## src/sv/bci_pkg.sv

```systemverilog
`timescale 1ns / 1ps
// Shared types and constants for the breakpoint curve interpolator.
// No dependencies; imported by the controller, the datapath and the top level.
package bci_pkg;

  localparam int MAX_POINTS = 64;
  localparam int CNT_W      = $clog2(MAX_POINTS + 1);
  localparam int ADDR_W     = $clog2(MAX_POINTS);
  localparam int POS_W      = 32;
  localparam int VAL_W      = 16;
  localparam int KIND_W     = 3;
  localparam int MODE_W     = 3;

  localparam logic [MODE_W-1:0] MODE_INSERT = 3'd0;
  localparam logic [MODE_W-1:0] MODE_REMOVE = 3'd1;
  localparam logic [MODE_W-1:0] MODE_MOVE   = 3'd2;
  localparam logic [MODE_W-1:0] MODE_SETK   = 3'd3;
  localparam logic [MODE_W-1:0] MODE_CLEAR  = 3'd4;
  localparam logic [MODE_W-1:0] MODE_EVAL   = 3'd5;

  localparam logic [KIND_W-1:0] KIND_STEP    = 3'd0;
  localparam logic [KIND_W-1:0] KIND_LINEAR  = 3'd1;
  localparam logic [KIND_W-1:0] KIND_EASEIN  = 3'd2;
  localparam logic [KIND_W-1:0] KIND_EASEOUT = 3'd3;
  localparam logic [KIND_W-1:0] KIND_SMOOTH  = 3'd4;
  localparam logic [KIND_W-1:0] KIND_HOLD    = 3'd5;
  localparam logic [KIND_W-1:0] KIND_BEZIER  = 3'd6;
  localparam logic [KIND_W-1:0] KIND_HERMITE = 3'd7;

  localparam logic [1:0] STAT_DONE    = 2'd0;
  localparam logic [1:0] STAT_NOMATCH = 2'd1;
  localparam logic [1:0] STAT_FULL    = 2'd2;

  // datapath operation codes issued by the controller
  localparam logic [4:0] OP_NONE     = 5'd0;
  localparam logic [4:0] OP_LOAD     = 5'd1;
  localparam logic [4:0] OP_SCAN_RD  = 5'd2;
  localparam logic [4:0] OP_SCAN_CHK = 5'd3;
  localparam logic [4:0] OP_DECIDE   = 5'd4;
  localparam logic [4:0] OP_SH_RD    = 5'd5;
  localparam logic [4:0] OP_SH_WR    = 5'd6;
  localparam logic [4:0] OP_PUT      = 5'd7;
  localparam logic [4:0] OP_ER_RD    = 5'd8;
  localparam logic [4:0] OP_ER_WR    = 5'd9;
  localparam logic [4:0] OP_ER_END   = 5'd10;
  localparam logic [4:0] OP_EV_INIT  = 5'd11;
  localparam logic [4:0] OP_DIV      = 5'd12;
  localparam logic [4:0] OP_SQ       = 5'd13;
  localparam logic [4:0] OP_T2       = 5'd14;
  localparam logic [4:0] OP_WGT      = 5'd15;
  localparam logic [4:0] OP_BLEND    = 5'd16;
  localparam logic [4:0] OP_HMUL     = 5'd17;
  localparam logic [4:0] OP_HACC     = 5'd18;
  localparam logic [4:0] OP_EMIT     = 5'd19;

  typedef struct packed {
    logic [MODE_W-1:0] mode;
    logic [31:0]       position;
    logic [31:0]       new_position;
    logic [15:0]       point_value;
    logic [2:0]        interp_kind;
    logic [31:0]       tolerance;
  } req_t;

  typedef struct packed {
    logic [15:0] curve_value;
    logic [1:0]  status;
    logic [6:0]  point_count;
  } res_t;

  typedef struct packed {
    logic [POS_W-1:0]  pos;
    logic [VAL_W-1:0]  val;
    logic [KIND_W-1:0] kind;
  } entry_t;

  typedef struct packed {
    logic [4:0] op;
    logic [1:0] hsel;
  } cmd_t;

  typedef struct packed {
    logic is_insert;
    logic is_remove;
    logic is_move1;
    logic is_eval;
    logic exact;
    logic full;
    logic tol_ok;
    logic same_pos;
    logic interp;
    logic herm;
    logic at_ins;
    logic er_end;
    logic scan_end;
    logic div_last;
  } sts_t;

endpackage

```

## src/sv/bci_ctrl.sv

```systemverilog
`timescale 1ns / 1ps
// Controller state machine: sequences scan, shift, erase and evaluate steps.
// Depends on bci_pkg; drives the datapath through cmd_t, reads sts_t.
module bci_ctrl (
  input  logic          clk,
  input  logic          rst_n,
  input  logic          start,
  input  bci_pkg::sts_t sts,
  output bci_pkg::cmd_t cmd,
  output logic          busy
);
  import bci_pkg::*;

  localparam logic [4:0] S_IDLE    = 5'd0;
  localparam logic [4:0] S_SC_RD   = 5'd1;
  localparam logic [4:0] S_SC_CHK  = 5'd2;
  localparam logic [4:0] S_DECIDE  = 5'd3;
  localparam logic [4:0] S_SH_RD   = 5'd4;
  localparam logic [4:0] S_SH_WR   = 5'd5;
  localparam logic [4:0] S_ER_RD   = 5'd6;
  localparam logic [4:0] S_ER_WR   = 5'd7;
  localparam logic [4:0] S_EV_INIT = 5'd8;
  localparam logic [4:0] S_EV_DIV  = 5'd9;
  localparam logic [4:0] S_EV_SQ   = 5'd10;
  localparam logic [4:0] S_EV_T2   = 5'd11;
  localparam logic [4:0] S_EV_W    = 5'd12;
  localparam logic [4:0] S_EV_BL   = 5'd13;
  localparam logic [4:0] S_H0      = 5'd14;
  localparam logic [4:0] S_H1      = 5'd15;
  localparam logic [4:0] S_H2      = 5'd16;
  localparam logic [4:0] S_H3      = 5'd17;
  localparam logic [4:0] S_H4      = 5'd18;
  localparam logic [4:0] S_DONE    = 5'd19;

  logic [4:0] state_r, state_nxt;

  always_ff @(posedge clk) begin
    if (!rst_n) begin
      state_r <= S_IDLE;
    end else begin
      state_r <= state_nxt;
    end
  end

  assign busy = (state_r != S_IDLE);

  always_comb begin
    state_nxt = state_r;
    cmd.op    = OP_NONE;
    cmd.hsel  = 2'd0;
    unique case (state_r)
      S_IDLE: begin
        if (start) begin
          cmd.op    = OP_LOAD;
          state_nxt = S_SC_RD;
        end
      end
      S_SC_RD: begin
        if (sts.scan_end) begin
          state_nxt = S_DECIDE;
        end else begin
          cmd.op    = OP_SCAN_RD;
          state_nxt = S_SC_CHK;
        end
      end
      S_SC_CHK: begin
        cmd.op    = OP_SCAN_CHK;
        state_nxt = S_SC_RD;
      end
      S_DECIDE: begin
        cmd.op = OP_DECIDE;
        priority if (sts.is_insert) begin
          state_nxt = (sts.exact || sts.full) ? S_DONE : S_SH_RD;
        end else if (sts.is_remove) begin
          state_nxt = sts.tol_ok ? S_ER_RD : S_DONE;
        end else if (sts.is_move1) begin
          state_nxt = (sts.exact && !sts.same_pos) ? S_ER_RD : S_DONE;
        end else if (sts.is_eval) begin
          state_nxt = sts.interp ? S_EV_INIT : S_DONE;
        end else begin
          state_nxt = S_DONE;
        end
      end
      S_SH_RD: begin
        if (sts.at_ins) begin
          cmd.op    = OP_PUT;
          state_nxt = S_DONE;
        end else begin
          cmd.op    = OP_SH_RD;
          state_nxt = S_SH_WR;
        end
      end
      S_SH_WR: begin
        cmd.op    = OP_SH_WR;
        state_nxt = S_SH_RD;
      end
      S_ER_RD: begin
        if (sts.er_end) begin
          cmd.op    = OP_ER_END;
          // a move rescans for its target position after the erase
          state_nxt = sts.is_move1 ? S_SC_RD : S_DONE;
        end else begin
          cmd.op    = OP_ER_RD;
          state_nxt = S_ER_WR;
        end
      end
      S_ER_WR: begin
        cmd.op    = OP_ER_WR;
        state_nxt = S_ER_RD;
      end
      S_EV_INIT: begin
        cmd.op    = OP_EV_INIT;
        state_nxt = S_EV_DIV;
      end
      S_EV_DIV: begin
        cmd.op = OP_DIV;
        if (sts.div_last) begin
          state_nxt = S_EV_SQ;
        end
      end
      S_EV_SQ: begin
        cmd.op    = OP_SQ;
        state_nxt = S_EV_T2;
      end
      S_EV_T2: begin
        cmd.op    = OP_T2;
        state_nxt = S_EV_W;
      end
      S_EV_W: begin
        cmd.op    = OP_WGT;
        state_nxt = sts.herm ? S_H0 : S_EV_BL;
      end
      S_EV_BL: begin
        cmd.op    = OP_BLEND;
        state_nxt = S_DONE;
      end
      S_H0: begin
        cmd.op    = OP_HMUL;
        cmd.hsel  = 2'd0;
        state_nxt = S_H1;
      end
      S_H1: begin
        cmd.op    = OP_HMUL;
        cmd.hsel  = 2'd1;
        state_nxt = S_H2;
      end
      S_H2: begin
        cmd.op    = OP_HMUL;
        cmd.hsel  = 2'd2;
        state_nxt = S_H3;
      end
      S_H3: begin
        cmd.op    = OP_HMUL;
        cmd.hsel  = 2'd3;
        state_nxt = S_H4;
      end
      S_H4: begin
        cmd.op    = OP_HACC;
        state_nxt = S_DONE;
      end
      S_DONE: begin
        cmd.op    = OP_EMIT;
        state_nxt = S_IDLE;
      end
      default: begin
        state_nxt = S_IDLE;
      end
    endcase
  end

endmodule

```

## config.mk

```make
export PLATFORM = sky130hd
export DESIGN_NAME = bci_ctrl
export DESIGN_NICKNAME = d
export VERILOG_FILES = /design/src/sv/bci_pkg.sv /design/src/sv/bci_ctrl.sv
export SDC_FILE = /design/constraint.sdc
export NUM_CORES = 1
export LEC_CHECK = 0
export BUFFER_PORTS_ARGS = -buffer_cell sky130_fd_sc_hd__buf_2
export CAP_MARGIN = 25
export CORE_ASPECT_RATIO = 1.25
export CORE_MARGIN = 10
export CORE_UTILIZATION = 45
export CTS_CLUSTER_DIAMETER = 200
export DETAILED_ROUTE_END_ITERATION = 8
export PLACE_DENSITY = 0.78
export SYNTH_ARGS = -nofsm -noshare
export SYNTH_HDL_FRONTEND = slang
export SYNTH_SLANG_ARGS = --single-unit
```

## constraint.sdc

```tcl
create_clock -name clk -period 1.2 [get_ports clk]
set_input_delay 0.06 -clock clk [delete_from_list [all_inputs] [get_ports clk]]
set_output_delay 0.06 -clock clk [all_outputs]
set_load 0.02 [all_outputs]
```

==> metrics.csv, run 1 <==
stage,metric,value,unit
outcome,status,did not finish,
outcome,haltStage,5_1_grt,
outcome,firstError,[ERROR DPL-0033] detailed placement checks failed during check placement.,
yosys,ys_seq_area_share,12.8,%
clocking,cts_buffers,3,
clocking,cts_htree_levels,1,
sta,grt_repair_worst_endpoint,cmd[3],
yosys,synth_top_area_share,12.8,%
yosys,synth_area_per_cell,6.79,um2
clocking,cts.sinks,5,
yosys,synthesis.nets,132,
yosys,synthArstFlopShare,0,%
yosys,syn_area,781,um2
placed_design,gp_congestion,0.860,
floorplanning,rows,16,
floorplanning,die_w,57.3,um
yosys,synth-seq-cells,5,
floorplanning,io_pins,25,
yosys,yosys-top-cells-area,"dfxtp_1 (13%), a21oi_1 (8.3%), nor2b_1 (5.6%)",
placed_design,dp_hpwl,2.18,mm
yosys,synthFlopType,dfxtp_1,
floorplanning,die_h,66.6,um
placed_design,place_ws,-0.184,ns
global_route,grt_max_degree,12,
clocking,cts_max_path_buffers,2,
clocking,postCtsHoldBufs,0,
clocking,clockRootBuffer,clkbuf_4,
yosys,syn_inst,115,
sta,worst_endpoint_kind,top-level output,
yosys,synth_edf_count,0,
global_route,antenna_found_initial,0,
yosys,synth_cell_types,42,
yosys,yosysTopAreaCell,dfxtp_1,
yosys,yosys_warnings,0,
floorplanning,start_util,48.8,%
placed_design,portBuffers,24,
## timing repair
action                                 in CTS
cloned                                      2
pin swaps                                  10
endpoints found under the hold margin       0
buffers inserted                            8
resized for setup                          57
setup endpoints to repair                  13
## through the flow
| stage | cell area (um2) | instances | hold slack, ns | util [%] |
|---|---|---|---|---|
| 2_1_floorplan | 812 | 115 | 0.178 | - |
| 3_3_place_gp | 1110 | 178 | 0.328 | 69.3 |
| 3_5_place_dp | 1110 | 178 | 0.332 | 69.3 |
| 4_1_cts | 1450 | 192 | 0.0594 | 90.4 |
## synth_stat cells (2+ instances only)
cell type	number
and3b_1	2
and3_1	2
o21ai_0	8
nand3_1	3
a21oi_1	13
buf_2	4
buf_4	2
nor3_1	5
nand2_1	8
o22ai_1	2
nor2b_1	7
nand3b_1	4
clkbuf_1	2
o21ai_1	7
and2_1	3
o21a_1	2
dfxtp_1	5
a21o_1	4
nor2_1	7
a211oi_1	3
## cell families after synthesis
group                  Yosys count  share of synthesized area, %
AOI/OAI and AO/OA               47                          39.3
buffers and inverters           10                          7.37
DFF                              5                          12.8
muxes                            1                          1.28
and+or+nand+nor                 52                          39.3
==> run 2, diff against run 1 <==
CORE_AREA = 10 10 71 73   (was unset)
CORE_ASPECT_RATIO = unset   (was 1.25)
CORE_MARGIN = unset   (was 10)
CORE_UTILIZATION = unset   (was 45)
CTS_CLUSTER_DIAMETER = unset   (was 200)
DIE_AREA = 0 0 81 83   (was unset)
PLACE_DENSITY = unset   (was 0.78)
PLACE_DENSITY_LB_ADDON = 0.15   (was unset)
clock period = 1.6 ns   (was 1.2 ns; I/O delays follow)
==> run 2 against run 1 <==
Against the previous run:
- the run now ends clean
- synthesized area stayed put
- synthesized cell count stayed put
==> metrics.csv, run 2 <==
stage,metric,value,unit,change
route,first_pass_iters,4,,
yosys,yosys_warnings,0,,unchanged
sta,setup_viol,0,,
yosys,yosys-top-cells-area,"dfxtp_1 (13%), a21oi_1 (8.3%), nor2b_1 (5.6%)",,
final_layout,reg.largest.list,state_r x5,,
setup_path,worstSetupPathType,flop to output pin,,
route,drt-initial-drc-count,62,,
route,ant_nets,0,,
final_layout,drive_gt1_share,37.3,%,
sta,hold_viol_final,0,,
yosys,synthArstFlopShare,0,%,unchanged
floorplanning,rows,22,,+6
global_route,grt_pass1_vias,947,,
setup_path,max_stage_delay,0.38,ns,
final_layout,largest_register,state_r,,
clocking,clock_latency,0.22,ns,
setup_path,startpoint_type,flop,,
final_layout,largest_reg_flops,5,,
final_layout,layout.nets,168,,
floorplanning,die_area,0.00672,mm2,
setup_path,r2r_cells,6,,
setup_path,cp.arrival,1.52,ns,
setup_path,crit_required,1.52,ns,
setup_path,crit_path_top_delay_cell,or3b_1,,
final_layout,layout_commonest_cell,buf_2,,
yosys,yosysTopAreaCell,dfxtp_1,,
setup_path,r2r_setup_slack,0.16,ns,
final_layout,n_fill_cell,428,,
yosys,syn_inst,115,,unchanged
clocking,cts.sinks,5,,unchanged
global_route,grt.overflow.total,0,,
final_layout,fin_area,0.00112,mm2,
global_route,grt_max_degree,14,,
sta,max_slew_margin,77.7,%,
floorplanning,io_pins,25,,unchanged
setup_path,cp-end-kind,output pin,,
yosys,synth_most_common_cell,a21oi_1,,
floorplanning,start_util,21.5,%,-27 points
power,p_leak,0.472,nW,
route,viasPerCell,4.93,,
clocking,cts_buffers,3,,unchanged
placed_design,gp_congestion,0.782,,-9.0%
yosys,synthesis.nets,132,,unchanged
clocking,clockRootBuffer,clkbuf_8,,
clocking,cts_max_path_buffers,2,,unchanged
setup_path,cp_num_buf_inv,1,,
final_layout,layout.area.seq,113,um2,
sta,slew_violations,0,,
power,cellPowerDensity,577,mW/mm2,
final_layout,syn2layout_area_growth,43.1,%,
floorplanning,die_w,81,um,+41%
floorplanning,core,0.00363,mm2,
yosys,synth_area_per_cell,6.79,um2,unchanged
floorplanning,die_h,83,um,+25%
outcome,status,completed,,
hold_path,hp-class,primary input to flop,,
final_layout,layout_common_cells,"buf_2 (22), buf_4 (17), a21oi_1 (13)",,
clocking,cts_htree_levels,1,,unchanged
global_route,antenna_found_initial,0,,
placed_design,portBuffers,24,,unchanged
yosys,ys_seq_area_share,12.8,%,unchanged
sta,tightest_slew,0.331,ns,
setup_path,path_max_fanout,7,,
clocking,cts_tree,built,,
route,routed_wirelength,2.85,mm,
final_layout,n_antenna_cell,0,,
sta,setup_ws,0.00327,ns,
sta,period_minus_slack,1.60,ns,
setup_path,crit_cells,5,,
power,vdd_drop_max,0.171,mV,
hold_path,whs_path_depth,2,,
sta,max_freq,626,MHz,
sta,skew,0.00184,ns,
setup_path,path_cells,or3b_1 -> a211oi_2 -> a21oi_1 -> o22ai_1 -> buf_4,,
placed_design,dp_hpwl,2.29,mm,+5.0%
clocking,clk_pin_slew,0.04,ns,
yosys,syn_area,781,um2,unchanged
yosys,synth-seq-cells,5,,unchanged
sta,finalCritPeriodShare,99.8,%,
yosys,yosys-top-cells-count,"a21oi_1 (13), nand2_1 (8), o21ai_0 (8)",,
final_layout,multi_input_comb_area,647,um2,
flow_run,cap_violations,0,,
yosys,synth_top_area_share,12.8,%,unchanged
yosys,synth_edf_count,0,,unchanged
global_route,grtUsageTotal,8.41,%,
yosys,synthFlopType,dfxtp_1,,
setup_path,critical_path.top_delay_family,compound AO/OA/AOI/OAI gates,,
placed_design,dpl_cell_area,0.00101,mm2,-8.8%
route,routedWlPerCell,14.4,um,
route,vias,977,,
placed_design,place_ws,0.111,ns,+0.296 ns
global_route,grt_pass1_wl,4.63,mm,
sta,rsz0062_at_grt,true,,
route,route.detailed.drc,0,,
yosys,synth_cell_types,42,,unchanged
## run 2: cell counts after synthesis
Identical to the previous run, type by type.
## run 2: cell type report
type	count	area share (%)
Multi-Input combinational cell	100	57.9
Inverter	1	0.336
Timing Repair Buffer	40	22.3
Sequential cell	5	10.1
Tap cell	48	5.38
Clock buffer	4	4.03
## run 2: worst paths after layout
| kind | endpoint | from |
|---|---|---|
| min reg2reg | state_r[0] | state_r[4] |
| max reg2reg | state_r[0] | state_r[2] |
| min | state_r[3] | rst_n |
| max | cmd[3] | state_r[2] |
## run 2: timing repair
action / in CTS / in global routing
pin swaps: 2 / 0
endpoints found under the setup margin: 3 / 4
buffers inserted: 0 / 2
resized for setup: 9 / 7
hold buffers: 0 / 0
## run 2: report_power, final
part / switching [W] / internal, W / leakage, nW
logic: 0.000144 / 0.000120 / 0.405
clock network: 0.0000655 / 0.000171 / 0.0228
registers: 0.0000138 / 0.000130 / 0.0436
total: 0.000223 / 0.000421 / 0.472
## run 2: per-stage QoR
stage,setup TNS [ns],utilization (%),std cells,hold WS [ns],power (W)
floorplan,0,-,115,0.198,0.000301
global placement,0,27.9,192,0.352,0.000398
detailed placement,0,27.9,192,0.350,0.000398
CTS,-0.0178,29.8,196,0.116,0.000647
global route,-0.105,30.8,198,0.128,0.000691
finish,0,30.8,198,0.116,0.000645
## run 2: routing by layer
metal | global-route usage [%] | share of wire, % | vias to the layer above | wire length (um)
li1 | - | - | 499 | -
met3 | 2.69 | 5.5 | 3 | 156
met2 | 13.8 | 51 | 22 | 1470
met4 | 2.35 | 0.95 | 0 | 27
met5 | 0 | 0 | - | 0
met1 | 10.1 | 42 | 453 | 1200
## run 2: cell families (layout without fill, tap and decap cells)
group                  after synthesis  after routing  share of synthesized area, %
buffers and inverters               10             45                          7.37
and+or+nand+nor                     52             52                          39.3
DFF                                  5              5                          12.8
AOI/OAI and AO/OA                   47             47                          39.3
muxes                                1              1                          1.28
Power figures use the tool's default switching activity.
